File: src/rtl/core/bbp_pkg.sv
// Shared types, constants and the control program of the bouncing ball step block.
// Used by bbp_datapath and bouncing_ball_physics_step; depends on nothing else.
`default_nettype none

package bbp_pkg;

  // Fixed-point widths.
  localparam int unsigned QW    = 24;  // Q12.12 state and field values
  localparam int unsigned FW    = 18;  // Q1.16 multiplier factors
  localparam int unsigned SW    = 28;  // headroom for sums before saturation
  localparam int unsigned AW    = 26;  // floored product and wall coordinates
  localparam int unsigned PW    = QW + FW;
  localparam int unsigned PcW   = 4;
  localparam int unsigned CfgIw = 3;

  // Item function codes.
  localparam logic FuncTick = 1'b0;
  localparam logic FuncLoad = 1'b1;

  localparam logic signed [QW-1:0] QMax       = 24'sh7FFFFF;
  localparam logic signed [QW-1:0] QMin       = 24'sh800000;
  localparam logic signed [QW-1:0] HalfSpeed  = 24'sd2048;
  localparam logic signed [QW-1:0] PosXReset  = 24'sd819200;
  localparam logic signed [QW-1:0] PosYReset  = 24'sd1638400;

  // Configuration register defaults.
  localparam logic [17:0] DampingReset  = 18'd65529;
  localparam logic [23:0] GravityReset  = 24'd819;
  localparam logic [17:0] RestitReset   = 18'h33333;  // -52429 in 18 bits
  localparam logic [16:0] FrictionReset = 17'd6554;
  localparam logic [7:0]  RadiusReset   = 8'd50;
  localparam logic [11:0] WidthReset    = 12'd960;
  localparam logic [11:0] HeightReset   = 12'd600;

  // Program addresses where an item starts.
  localparam logic [PcW-1:0] PcTick = 4'd0;
  localparam logic [PcW-1:0] PcDone = 4'd15;

  typedef enum logic [CfgIw-1:0] {
    CFG_DAMPING  = 3'd0,
    CFG_GRAVITY  = 3'd1,
    CFG_RESTIT   = 3'd2,
    CFG_FRICTION = 3'd3,
    CFG_RADIUS   = 3'd4,
    CFG_WIDTH    = 3'd5,
    CFG_HEIGHT   = 3'd6
  } cfg_idx_e;

  typedef enum logic [3:0] {
    OP_NOP   = 4'd0,
    OP_GRAV  = 4'd1,
    OP_MOVE  = 4'd2,
    OP_FLOOR = 4'd3,
    OP_ZERO  = 4'd4,
    OP_TOP   = 4'd5,
    OP_RIGHT = 4'd6,
    OP_LEFT  = 4'd7,
    OP_AMT   = 4'd8,
    OP_FRIC  = 4'd9,
    OP_DAMPX = 4'd10,
    OP_DAMPY = 4'd11
  } op_e;

  typedef enum logic [2:0] {
    COND_NONE       = 3'd0,
    COND_FLOOR_MISS = 3'd1,
    COND_TOP_MISS   = 3'd2,
    COND_RIGHT_MISS = 3'd3,
    COND_LEFT_MISS  = 3'd4
  } cond_e;

  // One control word of the program.
  typedef struct packed {
    op_e            op;
    cond_e          cond;
    logic [PcW-1:0] target;
    logic           last;
  } ctl_t;

  // Datapath command from the sequencer.
  typedef struct packed {
    op_e  op;
    logic load;
    logic clear_gnd;
  } dp_cmd_t;

  // Wall contact flags from the datapath, on the current state.
  typedef struct packed {
    logic floor_hit;
    logic top_hit;
    logic right_hit;
    logic left_hit;
  } dp_stat_t;

  function automatic ctl_t mk(op_e op, cond_e cond, logic [PcW-1:0] target, logic last);
    ctl_t c;
    c.op     = op;
    c.cond   = cond;
    c.target = target;
    c.last   = last;
    return c;
  endfunction

  // The tick program. A test step jumps past its action step when the wall is missed.
  function automatic ctl_t bbp_rom(logic [PcW-1:0] pc);
    ctl_t c;
    case (pc)
      4'd0:    c = mk(OP_GRAV,  COND_NONE,       4'd0,  1'b0);
      4'd1:    c = mk(OP_MOVE,  COND_NONE,       4'd0,  1'b0);
      4'd2:    c = mk(OP_NOP,   COND_FLOOR_MISS, 4'd5,  1'b0);
      4'd3:    c = mk(OP_FLOOR, COND_NONE,       4'd0,  1'b0);
      4'd4:    c = mk(OP_ZERO,  COND_NONE,       4'd0,  1'b0);
      4'd5:    c = mk(OP_NOP,   COND_TOP_MISS,   4'd7,  1'b0);
      4'd6:    c = mk(OP_TOP,   COND_NONE,       4'd0,  1'b0);
      4'd7:    c = mk(OP_NOP,   COND_RIGHT_MISS, 4'd9,  1'b0);
      4'd8:    c = mk(OP_RIGHT, COND_NONE,       4'd0,  1'b0);
      4'd9:    c = mk(OP_NOP,   COND_LEFT_MISS,  4'd11, 1'b0);
      4'd10:   c = mk(OP_LEFT,  COND_NONE,       4'd0,  1'b0);
      4'd11:   c = mk(OP_AMT,   COND_NONE,       4'd0,  1'b0);
      4'd12:   c = mk(OP_FRIC,  COND_NONE,       4'd0,  1'b0);
      4'd13:   c = mk(OP_DAMPX, COND_NONE,       4'd0,  1'b0);
      4'd14:   c = mk(OP_DAMPY, COND_NONE,       4'd0,  1'b0);
      default: c = mk(OP_NOP,   COND_NONE,       4'd0,  1'b1);
    endcase
    return c;
  endfunction

  // Saturate a widened sum to the Q12.12 range.
  function automatic logic signed [QW-1:0] sat24(logic signed [SW-1:0] v);
    logic signed [QW-1:0] r;
    if (v > $signed({{(SW-QW){QMax[QW-1]}}, QMax})) begin
      r = QMax;
    end else if (v < $signed({{(SW-QW){QMin[QW-1]}}, QMin})) begin
      r = QMin;
    end else begin
      r = v[QW-1:0];
    end
    return r;
  endfunction

endpackage

`default_nettype wire

File: src/rtl/core/bouncing_ball_physics_step.sv
// Top level of the bouncing ball step block: config registers, handshakes and
// the microcoded sequencer. Depends on bbp_pkg and bbp_datapath.
//
//   channel | direction | handshake              | payload
//   cfg     | in        | cfg_we_i               | cfg_idx_i, cfg_wdata_i
//   in      | in        | in_valid_i, in_stall_o | func_i, load_x_i .. load_vy_i
//   out     | out       | out_valid_o, out_stall_i | pos_x_o .. vel_y_o, on_ground_o
//
// A tick item runs the program from step 0, one step after the other, with a wall
// that is not touched skipping its action steps. A load item writes the state on
// acceptance and goes straight to the final step, which gives its result.
// Reset restores the register defaults and the ball state at once; no sweep.
// A stalled output holds the sequencer at its final step; the result register
// lets the next item be accepted while the previous result waits.
`default_nettype none

module bouncing_ball_physics_step (
  input  wire                     clk_i,
  input  wire                     rst_ni,
  input  wire                     cfg_we_i,
  input  wire logic [2:0]         cfg_idx_i,
  input  wire logic [23:0]        cfg_wdata_i,
  input  wire                     in_valid_i,
  output logic                    in_stall_o,
  input  wire                     func_i,
  input  wire logic signed [23:0] load_x_i,
  input  wire logic signed [23:0] load_y_i,
  input  wire logic signed [23:0] load_vx_i,
  input  wire logic signed [23:0] load_vy_i,
  output logic                    out_valid_o,
  input  wire                     out_stall_i,
  output logic signed [23:0]      pos_x_o,
  output logic signed [23:0]      pos_y_o,
  output logic signed [23:0]      vel_x_o,
  output logic signed [23:0]      vel_y_o,
  output logic                    on_ground_o
);

  logic [17:0] damping_q;
  logic [23:0] gravity_q;
  logic [17:0] restit_q;
  logic [16:0] friction_q;
  logic [7:0]  radius_q;
  logic [11:0] width_q;
  logic [11:0] height_q;

  logic                   busy_q, busy_d;
  logic [bbp_pkg::PcW-1:0] pc_q, pc_d;
  logic                   out_valid_q, out_valid_d;
  logic signed [23:0]     out_px_q, out_py_q, out_vx_q, out_vy_q;
  logic                   out_gnd_q;

  bbp_pkg::ctl_t     ctl;
  bbp_pkg::dp_cmd_t  cmd;
  bbp_pkg::dp_stat_t stat;
  logic              accept, finish, out_free, jump, is_load;
  logic signed [23:0] st_px, st_py, st_vx, st_vy;
  logic              st_gnd;

  // Configuration writes; an unknown index is ignored.
  always_ff @(posedge clk_i or negedge rst_ni) begin
    if (!rst_ni) begin
      damping_q  <= bbp_pkg::DampingReset;
      gravity_q  <= bbp_pkg::GravityReset;
      restit_q   <= bbp_pkg::RestitReset;
      friction_q <= bbp_pkg::FrictionReset;
      radius_q   <= bbp_pkg::RadiusReset;
      width_q    <= bbp_pkg::WidthReset;
      height_q   <= bbp_pkg::HeightReset;
    end else if (cfg_we_i) begin
      case (cfg_idx_i)
        bbp_pkg::CFG_DAMPING:  damping_q  <= cfg_wdata_i[17:0];
        bbp_pkg::CFG_GRAVITY:  gravity_q  <= cfg_wdata_i;
        bbp_pkg::CFG_RESTIT:   restit_q   <= cfg_wdata_i[17:0];
        bbp_pkg::CFG_FRICTION: friction_q <= cfg_wdata_i[16:0];
        bbp_pkg::CFG_RADIUS:   radius_q   <= cfg_wdata_i[7:0];
        bbp_pkg::CFG_WIDTH:    width_q    <= cfg_wdata_i[11:0];
        bbp_pkg::CFG_HEIGHT:   height_q   <= cfg_wdata_i[11:0];
        default: begin
        end
      endcase
    end
  end

  // Control word for the current step and the jump decision.
  assign ctl = bbp_pkg::bbp_rom(pc_q);

  always_comb begin
    case (ctl.cond)
      bbp_pkg::COND_FLOOR_MISS: jump = !stat.floor_hit;
      bbp_pkg::COND_TOP_MISS:   jump = !stat.top_hit;
      bbp_pkg::COND_RIGHT_MISS: jump = !stat.right_hit;
      bbp_pkg::COND_LEFT_MISS:  jump = !stat.left_hit;
      default:                  jump = 1'b0;
    endcase
  end

  assign is_load    = (func_i == bbp_pkg::FuncLoad);
  assign in_stall_o = busy_q;
  assign accept     = in_valid_i && !busy_q;
  assign out_free   = !out_valid_q || !out_stall_i;
  assign finish     = busy_q && ctl.last && out_free;

  assign cmd.op        = busy_q ? ctl.op : bbp_pkg::OP_NOP;
  assign cmd.load      = accept && is_load;
  assign cmd.clear_gnd = accept;

  // Sequencer: an accepted item starts the program, the final step waits for room.
  always_comb begin
    busy_d = busy_q;
    pc_d   = pc_q;
    if (accept) begin
      busy_d = 1'b1;
      pc_d   = is_load ? bbp_pkg::PcDone : bbp_pkg::PcTick;
    end else if (busy_q) begin
      if (ctl.last) begin
        if (out_free) begin
          busy_d = 1'b0;
        end
      end else if (jump) begin
        pc_d = ctl.target;
      end else begin
        pc_d = pc_q + 1'b1;
      end
    end
  end

  always_comb begin
    out_valid_d = out_valid_q;
    if (finish) begin
      out_valid_d = 1'b1;
    end else if (out_valid_q && !out_stall_i) begin
      out_valid_d = 1'b0;
    end
  end

  always_ff @(posedge clk_i or negedge rst_ni) begin
    if (!rst_ni) begin
      busy_q      <= 1'b0;
      pc_q        <= bbp_pkg::PcTick;
      out_valid_q <= 1'b0;
    end else begin
      busy_q      <= busy_d;
      pc_q        <= pc_d;
      out_valid_q <= out_valid_d;
    end
  end

  // Result register holds a copy of the state taken at the final step.
  always_ff @(posedge clk_i) begin
    if (finish) begin
      out_px_q  <= st_px;
      out_py_q  <= st_py;
      out_vx_q  <= st_vx;
      out_vy_q  <= st_vy;
      out_gnd_q <= st_gnd;
    end
  end

  bbp_datapath u_datapath (
    .clk_i      (clk_i),
    .rst_ni     (rst_ni),
    .cmd_i      (cmd),
    .load_x_i   (load_x_i),
    .load_y_i   (load_y_i),
    .load_vx_i  (load_vx_i),
    .load_vy_i  (load_vy_i),
    .damping_i  (damping_q),
    .gravity_i  (gravity_q),
    .restit_i   (restit_q),
    .friction_i (friction_q),
    .radius_i   (radius_q),
    .width_i    (width_q),
    .height_i   (height_q),
    .stat_o     (stat),
    .pos_x_o    (st_px),
    .pos_y_o    (st_py),
    .vel_x_o    (st_vx),
    .vel_y_o    (st_vy),
    .gnd_o      (st_gnd)
  );

  assign out_valid_o = out_valid_q;
  assign pos_x_o     = out_px_q;
  assign pos_y_o     = out_py_q;
  assign vel_x_o     = out_vx_q;
  assign vel_y_o     = out_vy_q;
  assign on_ground_o = out_gnd_q;

  // An accepted item always occupies the sequencer in the next cycle.
  a_accept_busy: assert property (@(posedge clk_i) disable iff (!rst_ni)
    accept |=> busy_q)
    else $error("sequencer not busy after an accepted item");

  // A new result appears only when the sequencer was running.
  a_result_source: assert property (@(posedge clk_i) disable iff (!rst_ni)
    $rose(out_valid_q) |-> $past(busy_q))
    else $error("result raised without a running item");

  // The sequencer leaves busy only through the final step.
  a_busy_hold: assert property (@(posedge clk_i) disable iff (!rst_ni)
    (busy_q && !ctl.last) |=> busy_q)
    else $error("sequencer dropped busy before its final step");

  // A load goes straight to the final step with no ground contact.
  a_load_path: assert property (@(posedge clk_i) disable iff (!rst_ni)
    (accept && is_load) |=> (pc_q == bbp_pkg::PcDone) && !st_gnd)
    else $error("load item did not go to the final step");

endmodule

`default_nettype wire

File: src/rtl/core/bbp_datapath.sv
// Ball state registers with one shared multiplier, adders and wall comparators.
// Executes one operation per cycle as commanded; depends on bbp_pkg.
`default_nettype none

module bbp_datapath (
  input  wire                           clk_i,
  input  wire                           rst_ni,
  input  wire bbp_pkg::dp_cmd_t         cmd_i,
  input  wire logic signed [23:0]       load_x_i,
  input  wire logic signed [23:0]       load_y_i,
  input  wire logic signed [23:0]       load_vx_i,
  input  wire logic signed [23:0]       load_vy_i,
  input  wire logic [17:0]              damping_i,
  input  wire logic [23:0]              gravity_i,
  input  wire logic [17:0]              restit_i,
  input  wire logic [16:0]              friction_i,
  input  wire logic [7:0]               radius_i,
  input  wire logic [11:0]              width_i,
  input  wire logic [11:0]              height_i,
  output bbp_pkg::dp_stat_t             stat_o,
  output logic signed [23:0]            pos_x_o,
  output logic signed [23:0]            pos_y_o,
  output logic signed [23:0]            vel_x_o,
  output logic signed [23:0]            vel_y_o,
  output logic                          gnd_o
);

  logic signed [23:0] px_q, px_d, py_q, py_d, vx_q, vx_d, vy_q, vy_d;
  logic signed [25:0] amt_q, amt_d;
  logic               gnd_q, gnd_d;

  logic signed [25:0] rad, wid, hgt;
  logic signed [25:0] px_w, py_w;
  logic signed [23:0] mul_a;
  logic signed [17:0] mul_b;
  logic signed [41:0] prod;
  logic signed [25:0] prod_fl;
  logic signed [23:0] prod_sat;
  logic signed [27:0] vx_w, vy_w, amt_w;
  logic               grounded;

  // Wall coordinates in Q12.12, widened so comparisons stay exact.
  assign rad  = $signed({6'd0, radius_i, 12'd0});
  assign wid  = $signed({2'd0, width_i, 12'd0});
  assign hgt  = $signed({2'd0, height_i, 12'd0});
  assign px_w = $signed({{2{px_q[23]}}, px_q});
  assign py_w = $signed({{2{py_q[23]}}, py_q});

  assign stat_o.floor_hit = (py_w + rad) > hgt;
  assign stat_o.top_hit   = (py_w - rad) < 26'sd0;
  assign stat_o.right_hit = (px_w + rad) > wid;
  assign stat_o.left_hit  = (px_w - rad) < 26'sd0;
  assign grounded         = (py_w + rad) >= hgt;

  // Shared multiplier: velocity or gravity times a Q1.16 factor, floored.
  always_comb begin
    case (cmd_i.op)
      bbp_pkg::OP_FLOOR, bbp_pkg::OP_TOP, bbp_pkg::OP_DAMPY: mul_a = vy_q;
      bbp_pkg::OP_AMT:                                       mul_a = $signed(gravity_i);
      default:                                               mul_a = vx_q;
    endcase
    case (cmd_i.op)
      bbp_pkg::OP_DAMPX, bbp_pkg::OP_DAMPY: mul_b = $signed(damping_i);
      bbp_pkg::OP_AMT:                      mul_b = $signed({1'b0, friction_i});
      default:                              mul_b = $signed(restit_i);
    endcase
  end

  assign prod     = mul_a * mul_b;
  assign prod_fl  = prod[41:16];
  assign prod_sat = bbp_pkg::sat24($signed({{2{prod_fl[25]}}, prod_fl}));

  assign vx_w  = $signed({{4{vx_q[23]}}, vx_q});
  assign vy_w  = $signed({{4{vy_q[23]}}, vy_q});
  assign amt_w = $signed({{2{amt_q[25]}}, amt_q});

  // Operation decode.
  always_comb begin
    px_d  = px_q;
    py_d  = py_q;
    vx_d  = vx_q;
    vy_d  = vy_q;
    amt_d = amt_q;
    gnd_d = gnd_q;
    if (cmd_i.load) begin
      px_d  = load_x_i;
      py_d  = load_y_i;
      vx_d  = load_vx_i;
      vy_d  = load_vy_i;
      gnd_d = 1'b0;
    end else begin
      if (cmd_i.clear_gnd) begin
        gnd_d = 1'b0;
      end
      case (cmd_i.op)
        bbp_pkg::OP_GRAV: begin
          vy_d = bbp_pkg::sat24(vy_w + $signed({{4{gravity_i[23]}}, gravity_i}));
        end
        bbp_pkg::OP_MOVE: begin
          px_d = bbp_pkg::sat24($signed({{4{px_q[23]}}, px_q})
                                + $signed({vx_q[23], vx_q, 3'b000}));
          py_d = bbp_pkg::sat24($signed({{4{py_q[23]}}, py_q})
                                + $signed({vy_q[23], vy_q, 3'b000}));
        end
        bbp_pkg::OP_FLOOR: begin
          py_d = bbp_pkg::sat24($signed({{2{hgt[25]}}, hgt}) - $signed({2'b00, rad}));
          vy_d = prod_sat;
        end
        bbp_pkg::OP_ZERO: begin
          if ((vy_q < bbp_pkg::HalfSpeed) && (vy_q > -bbp_pkg::HalfSpeed)) begin
            vy_d = '0;
          end
        end
        bbp_pkg::OP_TOP: begin
          py_d = bbp_pkg::sat24($signed({2'b00, rad}));
          vy_d = prod_sat;
        end
        bbp_pkg::OP_RIGHT: begin
          px_d = bbp_pkg::sat24($signed({{2{wid[25]}}, wid}) - $signed({2'b00, rad}));
          vx_d = prod_sat;
        end
        bbp_pkg::OP_LEFT: begin
          px_d = bbp_pkg::sat24($signed({2'b00, rad}));
          vx_d = prod_sat;
        end
        bbp_pkg::OP_AMT: begin
          amt_d = prod_fl;
        end
        bbp_pkg::OP_FRIC: begin
          // Friction pushes against the horizontal motion; zero counts as positive.
          if (grounded) begin
            gnd_d = 1'b1;
            if (vx_q[23]) begin
              vx_d = bbp_pkg::sat24(vx_w + amt_w);
            end else begin
              vx_d = bbp_pkg::sat24(vx_w - amt_w);
            end
          end
        end
        bbp_pkg::OP_DAMPX: begin
          vx_d = prod_sat;
        end
        bbp_pkg::OP_DAMPY: begin
          vy_d = prod_sat;
        end
        default: begin
        end
      endcase
    end
  end

  // State registers.
  always_ff @(posedge clk_i or negedge rst_ni) begin
    if (!rst_ni) begin
      px_q  <= bbp_pkg::PosXReset;
      py_q  <= bbp_pkg::PosYReset;
      vx_q  <= '0;
      vy_q  <= '0;
      gnd_q <= 1'b0;
    end else begin
      px_q  <= px_d;
      py_q  <= py_d;
      vx_q  <= vx_d;
      vy_q  <= vy_d;
      gnd_q <= gnd_d;
    end
  end

  // Friction amount is scratch data.
  always_ff @(posedge clk_i) begin
    amt_q <= amt_d;
  end

  assign pos_x_o = px_q;
  assign pos_y_o = py_q;
  assign vel_x_o = vx_q;
  assign vel_y_o = vy_q;
  assign gnd_o   = gnd_q;

endmodule

`default_nettype wire
File: config.mk
export PLATFORM = sky130hd
export DESIGN_NAME = bouncing_ball_physics_step
export DESIGN_NICKNAME = d
export VERILOG_FILES = /design/src/rtl/core/bbp_pkg.sv /design/src/rtl/core/bouncing_ball_physics_step.sv /design/src/rtl/core/bbp_datapath.sv
export SDC_FILE = /design/constraint.sdc
export NUM_CORES = 2
export LEC_CHECK = 0
export BUFFER_PORTS_ARGS = -buffer_cell sky130_fd_sc_hd__buf_2
export CAP_MARGIN = 20
export CORE_MARGIN = 4
export CORE_UTILIZATION = 35
export CTS_CLUSTER_SIZE = 20
export DETAILED_ROUTE_END_ITERATION = 8
export HOLD_SLACK_MARGIN = 0.05
export PLACE_DENSITY = 0.49
export SYNTH_ARGS = -nofsm -noshare
export SYNTH_HDL_FRONTEND = slang
export SYNTH_HIERARCHICAL = 1
export SYNTH_SLANG_ARGS = --single-unit
File: constraint.sdc
create_clock -name clk_i -period 21.7 [get_ports clk_i]
set_input_delay 4.34 -clock clk_i [delete_from_list [all_inputs] [get_ports clk_i]]
set_output_delay 4.34 -clock clk_i [all_outputs]
set_load 0.01 [all_outputs]
==> summary by stage <==
Layout
The library cells used most frequently in the layout, excluding fill and tap cells, are inv_1, nand2_1, fa_1. At the end of the flow, the number of nets in the layout was approximately 5.4k. The most common cell after layout, fill and taps aside is inv_1.

The area overhead of the layout relative to synthesis is 10.8%. The share of cells above drive strength 1 is 13.4%.

Clock tree
In this run, post-CTS repair resized a total of 0 instances. The post-CTS setup buffer count is 0. TritonCTS built the clock tree. In this run, post-CTS hold repair placed 0 buffers. For this design, the sink count on the clock tree is about 340. The clock latency reported for the late side of the worst-skew pair is about 0.61 ns.

The CTS clock-pin slew for the worst setup and hold paths is 0.06 ns. Counting the buffers created by CTS gives 40. CTS built an H-tree with a depth of 2. The buffer depth of the longest clock path is 3. The cell at the root of the clock tree is clkbuf_16.

Timing
The number of failing hold endpoints at the final stage is 0. The total count of max-transition violations in the final report came to 0. At the pin with the least slew margin, the transition time is 1.24 ns. Setup violations remaining at the end of the flow were counted as 0. Setup repair after global routing left no endpoint under its margin. The post-layout minimum cycle time is about 12 ns.

The worst hold margin is approximately 0.46 ns. After layout, the worst path uses between 50% and 60% of the clock period. The tightest slew margin relative to the limit is about 18%. The accumulated negative setup slack is 0 ns. Based on the critical path, the design can be clocked at up to 84.3 MHz. The clock arrives with 0.0416 ns of skew.

GRT
The number of global-route vias before repair is roughly 34k. The wire length of the first global-routing pass is 229000 um. The number of antenna violations at the first check in global routing is 19.

The total congestion overflow is 0. Across every metal layer, demand over resource in global routing totals between 20% and 30%. Entering global routing, the biggest net connects roughly 100 pins.

Logic synthesis
The synthesized instance count is around 4.4k. Sequential cells were found to cover between 20% and 30% of the synthesized design area. After synthesis the netlist holds a flip-flop and latch count of between 300 and 400. After Yosys synthesis, and, or, nand and nor cells account for 13.9% of the synthesized area.

In this run, synthesis inferred 123 flip-flops with an integrated enable. The fraction of synthesized area in multiplexers is 3.31%. After synthesis, the share of flip-flops with an asynchronous set or reset is between 60% and 70%.

The number of nets handed over by synthesis was approximately 5.3k. The area fraction in compound gates after synthesis is between 15 and 20%. The count of unique library cells instantiated by Yosys is about 110. The adder and majority gate portion of the synthesized area is a little under a third. By area the synthesized netlist is led by fa_1, dfrtp_1, ha_1. The area of the mapped netlist is ~0.040 mm2. After synthesis, the largest area contributor takes up between 20% and 30% of total cell area. The dominant register cell in the synthesized netlist is dfrtp_1.

After synthesis, the largest family of logic cells by area is adder cells. The area share of xor/xnor cells in the synthesized design is 3.39%. A synthesized cell averages roughly 9.1 um2. The biggest area consumer among synthesized cells is fa_1.

For this run, the number of Yosys warnings is 6.

Floorplanning
The die is roughly 350 um wide. The initial utilization of the core area, before any placement, comes to between 30 and 40%. approximately 230 I/O pins were placed.

The area of the die is ~0.12 mm2. Measured along the y axis, the die boundary spans around 350 um. The area of the core region is around 0.11 mm2. The floorplan has about 120 rows.

Worst setup path
On the critical path, the stage with the largest delay is an instance of nor2_2. The critical path in this run is classified as reg -> reg. The arrival time of data at the critical path endpoint is roughly 12 ns. The nature of the critical path startpoint is a flip-flop. The worst setup path is captured at a flip-flop.

The required time of the critical path is between 20 and 25 ns. The top fanout value on the critical path is 65. The largest single stage delay on the critical path is approximately 0.6 ns.

Placement
Once detailed placement completed, the half-perimeter wirelength came to 123000 um. At the end of routability-driven placement, the weighted congestion stood at 0.913. Buffers placed on the I/O ports in this run total around 230.

Outcome
The flow ran to the end, and the final reports show no timing, DRC or antenna violations.

Min path
The type of the tightest min-delay check is reg -> reg.

Drt
The number of DRC markers in iteration 0 is between 2k and 3k. The average wire per cell in the routed design is about 25 um. The final layout contains routed wiring with a total length of around 150000 um. The DRC violation count after routing is 0.

Using the TritonRoute via totals, the vias-per-cell ratio works out to approximately 5.6. In this run the remaining antenna-violating nets after routing total 0. Before antenna repair, the detailed router went through 6 iterations.

The final route contains roughly 34k vias.

Flow run
The number of maximum-capacitance constraint violations is 0.
[cell type report]
class	count	area (um2)
Multi-Input combinational cell	3246	28000
Clock inverter	15	171
Timing Repair Buffer	309	1760
Inverter	635	2380
Antenna cell	6	15.0
Tap cell	1500	1880
Sequential cell	335	9070
Clock buffer	59	1200
Fill cell	11527	68700
[synth_stat cells, types with 11 or more instances]
cell,n
o211ai_1,31
or3_1,17
edfxtp_1,123
xnor2_1,111
nand4_1,25
a221oi_1,37
o221ai_1,14
xor2_1,44
a221o_1,33
nand3_1,53
a211oi_1,48
dfstp_2,54
or2_2,19
o22ai_1,66
dfrtp_1,158
mux2_2,108
o31ai_1,23
o21bai_1,26
or4_1,12
o21a_1,48
and2_1,57
a21boi_0,16
inv_1,634
a31oi_1,36
nor4_1,25
a32oi_1,22
nand2b_1,40
a22oi_1,20
nand2_1,456
clkbuf_1,148
o2111ai_1,11
nor3_1,54
and3_1,19
nor2_1,341
fa_1,433
buf_2,22
o21ai_0,164
nor2b_1,36
o21ai_1,19
a21o_1,81
buf_1,14
a21oi_1,221
ha_1,301
[through the flow]
stage,cells,instance area (um2),utilization [%],setup WS [ns]
CTS,6098,44400,39.3,9.80
floorplan,4410,40100,-,12.14
detailed placement,6024,43100,38.1,9.85
global placement,6023,43000,38.1,10.08
global route,6099,44400,39.3,8.92
finish,6105,44400,39.3,9.84
[path summary, 6_finish.rpt]
kind | start | to | slack [ns] | depth (start not counted)
max | pc_q[0] | u_datapath/vel_x_o[7] | 9.84 | 34
min | u_datapath/gnd_o | on_ground_o | 0.46 | 0
max reg2reg | pc_q[0] | u_datapath/vel_x_o[7] | 9.84 | 34
min reg2reg | u_datapath/gnd_o | on_ground_o | 0.46 | 0
max in group asynchronous | rst_ni | u_datapath/vel_x_o[16] | 16.56 | 2
min in group asynchronous | rst_ni | u_datapath/pos_y_o[17] | 3.81 | 1
[critical path, delay by kind of cell (launching register included)]
family,cells,cell delay [ns]
flip-flops,1,0.57
adder cells (fa/ha/maj),8,4.01
AO/OA/AOI/OAI,11,3.36
AND/OR/NAND/NOR,7,1.94
buffers and inverters,8,1.77
[metal layers]
layer	wire length, um	vias to the layer above	track usage, %
met2	68500	1374	39.5
li1	-	15393	-
met4	5660	2	8.17
met3	12300	251	4.83
met5	13	-	0
met1	67000	17439	35.0
[logic make-up after synthesis]
logic type	Yosys count
AO/OA/AOI/OAI	1034
XOR/XNOR	155
adder cells (fa/ha/maj)	734
buffers and inverters	829
flip-flops	335
multiplexers	119
AND/OR/NAND/NOR	1204
[sequential cells by signal, summed over array words and instances, names as in the netlist, 8 cells and up]
register / flops
damping_q: 18
u_datapath/vel_y_o: 24
radius_q: 8
friction_q: 17
u_datapath/vel_x_o: 24
pos_x_o: 24
width_q: 12
pos_y_o: 24
vel_x_o: 24
u_datapath/amt_q: 26
height_q: 12
vel_y_o: 24
u_datapath/pos_y_o: 24
u_datapath/pos_x_o: 24
gravity_q: 24
restit_q: 18
Power is left out: the tool's default activity adds up to more than one toggle a clock period on the data nets, which glitch-free logic cannot reach.
